### config.mk
export PLATFORM = sky130hd
export DESIGN_NAME = smss_ctrl
export DESIGN_NICKNAME = d
export VERILOG_FILES = /design/src/hw/rtl/smss_pkg.sv /design/src/hw/rtl/smss_ctrl.sv
export SDC_FILE = /design/constraint.sdc
export NUM_CORES = 1
export LEC_CHECK = 0
export BUFFER_PORTS_ARGS = -buffer_cell sky130_fd_sc_hd__buf_2
export CORE_MARGIN = 1
export CORE_UTILIZATION = 30
export CTS_BUF_LIST = sky130_fd_sc_hd__clkbuf_8
export CTS_CLUSTER_DIAMETER = 150
export DETAILED_ROUTE_END_ITERATION = 6
export GPL_ROUTABILITY_DRIVEN = 0
export SLEW_MARGIN = 10
export SYNTH_ARGS = -nofsm -noshare
export SYNTH_HDL_FRONTEND = slang
export SYNTH_SLANG_ARGS = --single-unit
### constraint.sdc
create_clock -name clk -period 2.01 [get_ports clk]
set_clock_uncertainty 0.05 [all_clocks]
set_input_delay 0.402 -clock clk [delete_from_list [all_inputs] [get_ports clk]]
set_output_delay 0.402 -clock clk [all_outputs]
set_load 0.02 [all_outputs]
### src/hw/rtl/smss_pkg.sv
// Shared types and codes for the sparse matrix store.
package smss_pkg;

  localparam logic [2:0] OP_SET   = 3'd0;
  localparam logic [2:0] OP_GET   = 3'd1;
  localparam logic [2:0] OP_ALLOC = 3'd2;
  localparam logic [2:0] OP_LOAD  = 3'd3;
  localparam logic [2:0] OP_MAC   = 3'd4;

  localparam logic [1:0] ST_OK    = 2'd0;
  localparam logic [1:0] ST_RANGE = 2'd1;
  localparam logic [1:0] ST_FULL  = 2'd2;

  localparam logic [0:0] CFG_ROWS = 1'd0;
  localparam logic [0:0] CFG_COLS = 1'd1;

  typedef struct packed {
    logic [2:0]         operation;
    logic [5:0]         row_index;
    logic [5:0]         col_index;
    logic signed [31:0] data_value;
    logic signed [31:0] addend;
  } req_t;

  typedef struct packed {
    logic signed [31:0] result_value;
    logic               found;
    logic [1:0]         status;
  } rsp_t;

  // controller -> datapath
  typedef struct packed {
    logic load_req;    // capture request
    logic clr_acc;     // acc <= addend
    logic rd_prev;     // read entry ptr-1 (shift source)
    logic ptr_clr;     // ptr <= 0
    logic ptr_inc;
    logic ptr_to_fill; // ptr <= fill (shift start)
    logic ptr_dec;
    logic wr_shift;    // write entry[ptr] <= rdata (from ptr-1)
    logic wr_new;      // write entry[ptr] new entry
    logic wr_over;     // overwrite value at ptr
    logic fill_inc;
    logic vec_wr;
    logic mac_mul;     // register product
    logic mac_add;     // acc += product
    logic out_load;    // build response
  } cmd_t;

  // datapath -> controller
  typedef struct packed {
    logic       in_range;
    logic [2:0] op;
    logic       at_end;   // ptr == fill
    logic       col_ge;   // read column >= request column
    logic       col_eq;
    logic       full;
    logic       ptr_gt_pos; // ptr > pos during shift
  } sts_t;

endpackage

### src/hw/rtl/smss_ctrl.sv
// Controller: sequences scan, insert shift, overwrite, vector load and row multiply.
module smss_ctrl (
  input  logic           clk,
  input  logic           rst,
  input  logic           in_valid,
  output logic           in_ready,
  input  logic           out_ready,
  output logic           out_valid,
  input  smss_pkg::sts_t sts,
  output smss_pkg::cmd_t cmd
);
  localparam logic [3:0] S_IDLE  = 4'd0;
  localparam logic [3:0] S_DEC   = 4'd1;
  localparam logic [3:0] S_RD    = 4'd2;
  localparam logic [3:0] S_CMP   = 4'd3;
  localparam logic [3:0] S_SHRD  = 4'd4;
  localparam logic [3:0] S_SHWR  = 4'd5;
  localparam logic [3:0] S_MRD   = 4'd6;
  localparam logic [3:0] S_MMUL  = 4'd7;
  localparam logic [3:0] S_MADD  = 4'd8;
  localparam logic [3:0] S_RESP  = 4'd9;
  localparam logic [3:0] S_OUT   = 4'd10;
  localparam logic [3:0] S_INS   = 4'd11;
  localparam logic [3:0] S_MVEC  = 4'd12;

  logic [3:0] state, state_next;

  assign in_ready  = (state == S_IDLE);
  assign out_valid = (state == S_OUT);

  always_ff @(posedge clk) begin
    if (rst) state <= S_IDLE;
    else state <= state_next;
  end

  always_comb begin
    cmd = '0;
    state_next = state;
    case (state)
      S_IDLE: if (in_valid) begin
        cmd.load_req = 1'b1;
        state_next = S_DEC;
      end
      S_DEC: begin
        cmd.ptr_clr = 1'b1;
        cmd.clr_acc = 1'b1;
        if (!sts.in_range || sts.op > smss_pkg::OP_MAC) state_next = S_RESP;
        else if (sts.op == smss_pkg::OP_LOAD) begin
          cmd.vec_wr = 1'b1;
          state_next = S_RESP;
        end else if (sts.op == smss_pkg::OP_MAC) state_next = S_MRD;
        else state_next = S_RD;
      end
      // scan: entry[ptr] readable next cycle
      S_RD: state_next = sts.at_end ? S_CMP : S_CMP;
      S_CMP: begin
        if (!sts.at_end && !sts.col_ge) begin
          cmd.ptr_inc = 1'b1;
          state_next = S_RD;
        end else if (!sts.at_end && sts.col_eq) begin
          cmd.wr_over = (sts.op == smss_pkg::OP_SET);
          cmd.out_load = 1'b1;
          state_next = S_OUT;
        end else begin
          cmd.out_load = 1'b1;
          if (sts.op == smss_pkg::OP_GET || sts.full) state_next = S_OUT;
          else begin
            cmd.ptr_to_fill = 1'b1; // pos <= ptr, ptr <= fill
            state_next = S_SHRD;
          end
        end
      end
      S_SHRD: begin
        cmd.rd_prev = 1'b1;
        state_next = sts.ptr_gt_pos ? S_SHWR : S_INS;
      end
      S_SHWR: begin
        cmd.wr_shift = 1'b1;
        cmd.ptr_dec = 1'b1;
        state_next = S_SHRD;
      end
      S_INS: begin
        cmd.wr_new = 1'b1;
        cmd.fill_inc = 1'b1;
        state_next = S_OUT;
      end
      S_MRD: state_next = sts.at_end ? S_RESP : S_MVEC;
      // entry valid; vector element of its column read here
      S_MVEC: state_next = S_MMUL;
      S_MMUL: begin
        cmd.mac_mul = 1'b1;
        cmd.ptr_inc = 1'b1;
        state_next = S_MADD;
      end
      S_MADD: begin
        cmd.mac_add = 1'b1;
        state_next = sts.at_end ? S_RESP : S_MVEC;
      end
      S_RESP: begin
        cmd.out_load = 1'b1;
        state_next = S_OUT;
      end
      S_OUT: if (out_ready) state_next = S_IDLE;
      default: state_next = S_IDLE;
    endcase
  end
endmodule

; ---- Yosys cells after proc, flatten, opt, wreduce, memory -nomap -nowiden
; Cells that the tools add are included.
[word_totals]
regBits = 4
latchBits = 0
ramBits = 0
mem_bits_ro = 0
inputBits = 13
out_inout_bits = 17
wordCells = 64
mem_count = 0
[op_classes]
addsub = 0
multipliers = 0
div = 0
order_cmp = 1
n_eq_ne = 17
n_shift = 0
n_mux = 33
bitwise_logic = 0
n_reduce_logical = 12
[op_table]
columns = cell, n
row1 = one-hot mux 4 bit (11 select lines), 1
row2 = two-way mux 4 bit, 8
row3 = "equality test 4 bit, second input constant", 5
row4 = two-way mux 1 bit, 19
row5 = "equality test 4 x 3 -> 1 bit, second input constant", 4
row6 = "equality test 4 x 2 -> 1 bit, second input constant", 2
row7 = two-way mux 3 bit, 2
row8 = "equality test 4 x 1 -> 1 bit, second input constant", 1
row9 = logical NOT 4 bit, 1
row10 = "!= test 2 bit, second input constant", 2
row11 = one-hot mux 1 bit (2 select lines), 2
row12 = OR reduction 2 bit, 2
row13 = "equality test 3 x 1 -> 1 bit, second input constant", 1
row14 = "equality test 3 x 2 -> 1 bit, second input constant", 1
row15 = "equality test 3 bit, second input constant", 1
row16 = "> comparator 3 bit, second input constant", 1
row17 = logical NOT 1 bit, 3
row18 = logical NOT 3 bit, 1
row19 = logical AND 1 bit, 2
row20 = logical OR 1 bit, 2
row21 = two-way mux 2 bit, 1
row22 = AND reduction 2 bit, 1

; ---- Logic depth before layout (Yosys ltp)
; Gate-level depths: netlist of the first run.
[depth]
ltp_word = 6
ltp_mapped = 6
depth_no_buf = 4

; ---- Worst setup path after synthesis of the first run
; Ideal clock, no wire load.
[synth_timing]
path_type = reg-to-output
from = register state[3]
to = output port cmd[14] (netlist name)
arrival_ns = 1.718
required_time_ns = 1.558
slack_ns = -0.160
path_stages_with_launch = 5
path_buffers = 2
cell_sequence = dfxtp_1 > buf_2 > clkbuf_1 > nor4_1 > and2_1
[synth_rtl]
columns = element, line
row1 = "start, declared", smss_ctrl.sv:26  ; logic [3:0] state, state_next;
row2 = "start signal, assigned", smss_ctrl.sv:33  ; else state <= state_next;
row3 = "end, declared", smss_ctrl.sv:10  ; output smss_pkg::cmd_t cmd

==> results.toml, run 1 <==
[status]
status = "finished clean"

[timing]
rsz0062_at_grt = "yes"
max_freq_mhz = 500.4
post-route-period-util = 0.9942
holdWs_ps = 361.8
maxSlewViolCount = 0
slew_headroom = 0.7986
worst_pin_slew_ps = 299.9
min_period_ps = 1998
fin_ws_ps = 11.66
finalSetupViolations = 0
finalHoldViolCount = 0

[synth]
synth-seq-cells = 4
ys_seq_area_frac = 0.1441
synth_area_per_cell_um2 = 6.693
syn-instance-count = 83
netlist_area_um2 = 555.5
yosys_warnings = 0
synth_ff_type = "dfxtp_1"
synth_edf_count = 0
synth_fp_nets = 96
synth.distinct_cells = 34
async_flop_share = 0

[floorplanning]
die_w_um = 45.03
core_area_mm2 = 0.001727
die_h_um = 45.03
io_pins = 30
initial_core_util = 0.3217
die-area_mm2 = 0.002028
row_count = 15

[global_route]
grt_usage = 0.1774
grt_pass1_wl_um = 2615
grt_max_degree = 19
overflow = 0
antenna_found_initial = 0
grt_pass1_vias = 600

[cts]
cts_hold_buf = 0
cts_tree = "done"
htreeDepth = 1
cts-root-buf = "clkbuf_8"
clock-sinks = 4
clk_pin_slew_worst_paths_ps = 30
cts_buffers = 3
cts_buffer_depth = 2
clock_latency_ps = 210

[critical_path]
path_class = "reg2out"
worstPathRequired_ps = 1560
critPathCaptureType = "output pin"
cp.arrival_ps = 1550
critPathMaxFanout = 3
start_kind = "flip-flop"

[drt]
first_iter_violations = 16
dr.pass1.iters = 4
wl_per_cell_um = 11.68
vias = 690
antenna_left = 0
drcViolationCount = 0
vias_per_cell = 5.074
routed_wl_um = 1589

[power]
power_density_mw_per_mm2 = 1310
ir_drop_uv = 1103
leakagePower_uw = 0.0003804

[placement]
pre_cts_slack_ps = 82.77
dpl_cell_area_um2 = 724.4
placed_cells = 132
dp_hpwl_um = 1223
io_buffer_count = 29

[final_layout]
mostFrequentLayoutCells = "buf_2 (28), nor2_1 (7), nand2b_1 (6), nor3_1 (6)"
fillCellCount = 201
syn_to_final_growth_pct = 40.77
top_regs = "state: 4 flops"
final_common_cell = "buf_2"
largest_register_ff_count = 4
final_cell_area_um2 = 782.0
drive_gt1_frac = 0.3964
largest_register = "state"
antennaDiodeCount = 0
fin_util = 0.4529
nets = 126
stdcell_count = 136

[job]
cap_violations = 0

[min_path]
min_path_type = "in2reg"
[where the power goes]
group,switching (µW),internal (µW)
sequential,20.1,117
combinational,447,277
clock,36.2,127
total,503,521
[repair_timing]
| item | 4_1_cts | 5_1_grt |
|---|---|---|
| gates resized for setup | 1 | 3 |
| setup buffers | 0 | 1 |
| pin swaps | 1 | 2 |
| endpoints found under the setup margin | 2 | 1 |
| cloned | 0 | 0 |
[through the flow]
stage          power, µW  setup TNS, ps
5_1_grt             1102         -35.34
3_3_place_gp       846.6              0
2_1_floorplan      677.3              0
6_report            1025              0
3_5_place_dp       852.8              0
4_1_cts             1022         -8.222
[cell families after synthesis]
kind of cell / Yosys count / share of synthesized area
AND/OR/NAND/NOR: 43 / 0.4302
flip-flops: 4 / 0.1441
adder cells (fa/ha/maj): 1 / 0.01802
buffers and inverters: 12 / 0.1103
AO/OA/AOI/OAI: 23 / 0.2973
[cells in the mapped netlist (all sizes together) (2+ instances only)]
cell type,number,area (µm²)
nor2,7,26.28
nand2,6,25.03
nand2b,6,37.54
nor3,6,30.03
buf,5,35.03
clkbuf,4,15.01
dfxtp,4,80.08
nor2b,4,25.02
nor4,4,25.02
o21ai,4,20.01
a21oi,3,15.01
a31oi,3,18.77
inv,3,11.26
o21bai,3,22.52
a22oi,2,15.01
o211a,2,20.02
o31ai,2,15.01
or2,2,12.52
or3,2,12.51
[worst paths after layout]
check,start,endpoint,slack [ps],depth (start not counted)
worst max register to register,state[1],state[3],570,5
worst max-delay path,state[0],cmd[9],10,5
worst min register to register,state[2],state[1],620,3
worst min-delay path,rst,state[1],360,2
[worst max-delay path: stages (launching register included)]
cell,delay [ps]
dfxtp_2,320
nand2_2,70
or4_4,500
or2_1,260
inv_1,70
buf_6,110
[layout make-up]
class	count	area [µm²]	area share
Multi-Input combinational cell	67	426.7	0.5456
Timing Repair Buffer	34	188.9	0.2416
Sequential cell	4	82.58	0.1056
Clock buffer	3	41.29	0.05280
Tap cell	25	31.28	0.04000
Inverter	3	11.26	0.01440
[metal layers]
layer  track usage  up-vias  routed length, µm
met5             0        -                  0
met4       0.03636        0                  0
met3       0.06000        0                 81
met2        0.2928       19                737
met1        0.2238      308                769
li1              -      363                  -
Power figures use the tool's default switching activity.
==> run 2, diff against run 1 <==
==> constraint.sdc (replaced) <==
create_clock -name clk -period 2.01 [get_ports clk]
set_clock_uncertainty 0.05 [all_clocks]
set_input_delay 0.201 -clock clk [delete_from_list [all_inputs] [get_ports clk]]
set_output_delay 0.201 -clock clk [all_outputs]
set_load 0.02 [all_outputs]
==> results.toml, run 2 (same netlist as run 1, synthesis figures left out) <==
[critical_path]
worstPathRequired_ps = 1760
cp.arrival_ps = 1590
critPathCaptureType = "output pin"
critPathMaxFanout = 3
path_class = "reg2out"
reg2reg_from = "state[0]"
start_kind = "flip-flop"
timing.rr.end = "state[2]"
endpoint = "cmd[5]"
r2r_cells = 5
critPathLaunch = "state[1]"
r2r_setup_slack_ps = 550

[cts]
cts_buffer_depth = 2
htreeDepth = 1
clock-sinks = 4
cts_hold_buf = 0
post_cts_buffers = 0
cts_repair_resize_count = 0
clk_pin_slew_worst_paths_ps = 30
cts_tree = "done"
cts_buffers = 3
cts-root-buf = "clkbuf_8"
clock_latency_ps = 210

[drt]
vias = 716
wl_per_cell_um = 11.91
routed_wl_um = 1608
dr.pass1.iters = 4
first_iter_violations = 16
vias_per_cell = 5.304
drcViolationCount = 0
antenna_left = 0

[placement]
io_buffer_count = 29
dp_hpwl_um = 1247
dpl_cell_area_um2 = 711.9

[final_layout]
drive_gt1_frac = 0.3545
top_regs = "state: 4 flops"
fillCellCount = 199
final_common_cell = "buf_2"
nets = 125
antennaDiodeCount = 0
syn_to_final_growth_pct = 35.59
mostFrequentLayoutCells = "buf_2 (29), nor2_1 (7), nand2b_1 (6), nor3_1 (6), nand2_1 (5)"
largest_register_ff_count = 4
largest_register = "state"
fin_util = 0.4362
final_cell_area_um2 = 753.2

[timing]
rsz0062_at_grt = "no"
worst_pin_slew_ps = 289.5
min_period_ps = 1844
post-route-period-util = 0.9174
finalSetupViolations = 0
maxSlewViolCount = 0
finalHoldViolCount = 0
max_freq_mhz = 542.3
slew_headroom = 0.8055
setup_tns_ps = 0

[global_route]
grt_usage = 0.1643
grt_max_degree = 19
grt_pass1_wl_um = 2504
antenna_found_initial = 0
grt_pass1_vias = 578
overflow = 0

[min_path]
min_path_type = "in2reg"

[floorplanning]
die-area_mm2 = 0.002028
io_pins = 30
row_count = 15
initial_core_util = 0.3217
core_area_mm2 = 0.001727
die_h_um = 45.03
die_w_um = 45.03

[job]
cap_violations = 0

[status]
status = "finished clean"

[power]
leakagePower_uw = 0.0003737
power_density_mw_per_mm2 = 1342
ir_drop_uv = 751.2
-- run 2: cell count changes in the layout (fill, tap and decap cells not counted) --
cell / before / now
nor4_2: 2 / 0
buf_2: 28 / 29
dfxtp_1: 2 / 4
dfxtp_2: 2 / 0
buf_6: 1 / 0
buf_4: 5 / 4
nor4_1: 2 / 4
-- run 2: power breakdown --
part | total [µW] | leakage, µW | internal [µW] | switching, µW
logic | 715 | 0.000319 | 266 | 449
clock network | 164 | 0.0000216 | 127 | 36.3
registers | 133 | 0.0000329 | 113 | 19.5
-- run 2: area by class of cell --
type	count	area, µm²	area share
Tap cell	25	31.28	0.04153
Sequential cell	4	80.08	0.1063
Timing Repair Buffer	33	175.2	0.2326
Multi-Input combinational cell	67	414.1	0.5498
Inverter	3	11.26	0.01495
Clock buffer	3	41.29	0.05482
-- run 2: routing by layer --
layer,track usage,wire [µm]
met1,0.2268,781
met2,0.2580,727
met4,0.006061,0
met5,0,0
met3,0.06000,100
-- run 2: worst min-delay path by stage --
stage               depth (start not counted)  endpoint  startpoint  slack (ps)
floorplan                                   1  state[1]         rst         220
global placement                            2  state[2]         rst         390
detailed placement                          2  state[2]         rst         380
CTS                                         2  state[2]         rst         160
global route                                2  state[2]         rst         160
finish                                      2  state[1]         rst         170
-- run 2: critical path, stage by stage, from the launching register on --
cell and delay, ps:
dfxtp_1 330, nand2_2 80, or4_4 500, nor4_1 260, buf_2 210
-- run 2: stage by stage --
step	setup WS [ps]	std cells	hold WS, ps	total power, µW
after CTS	165.6	135	157.0	1009
after floorplan	40.75	83	220.4	664.6
after global routing	124.9	135	160.7	1092
after global placement	442.9	132	389.1	837.9
final	165.9	135	169.4	1011
after detailed placement	402.5	132	378.3	838.7
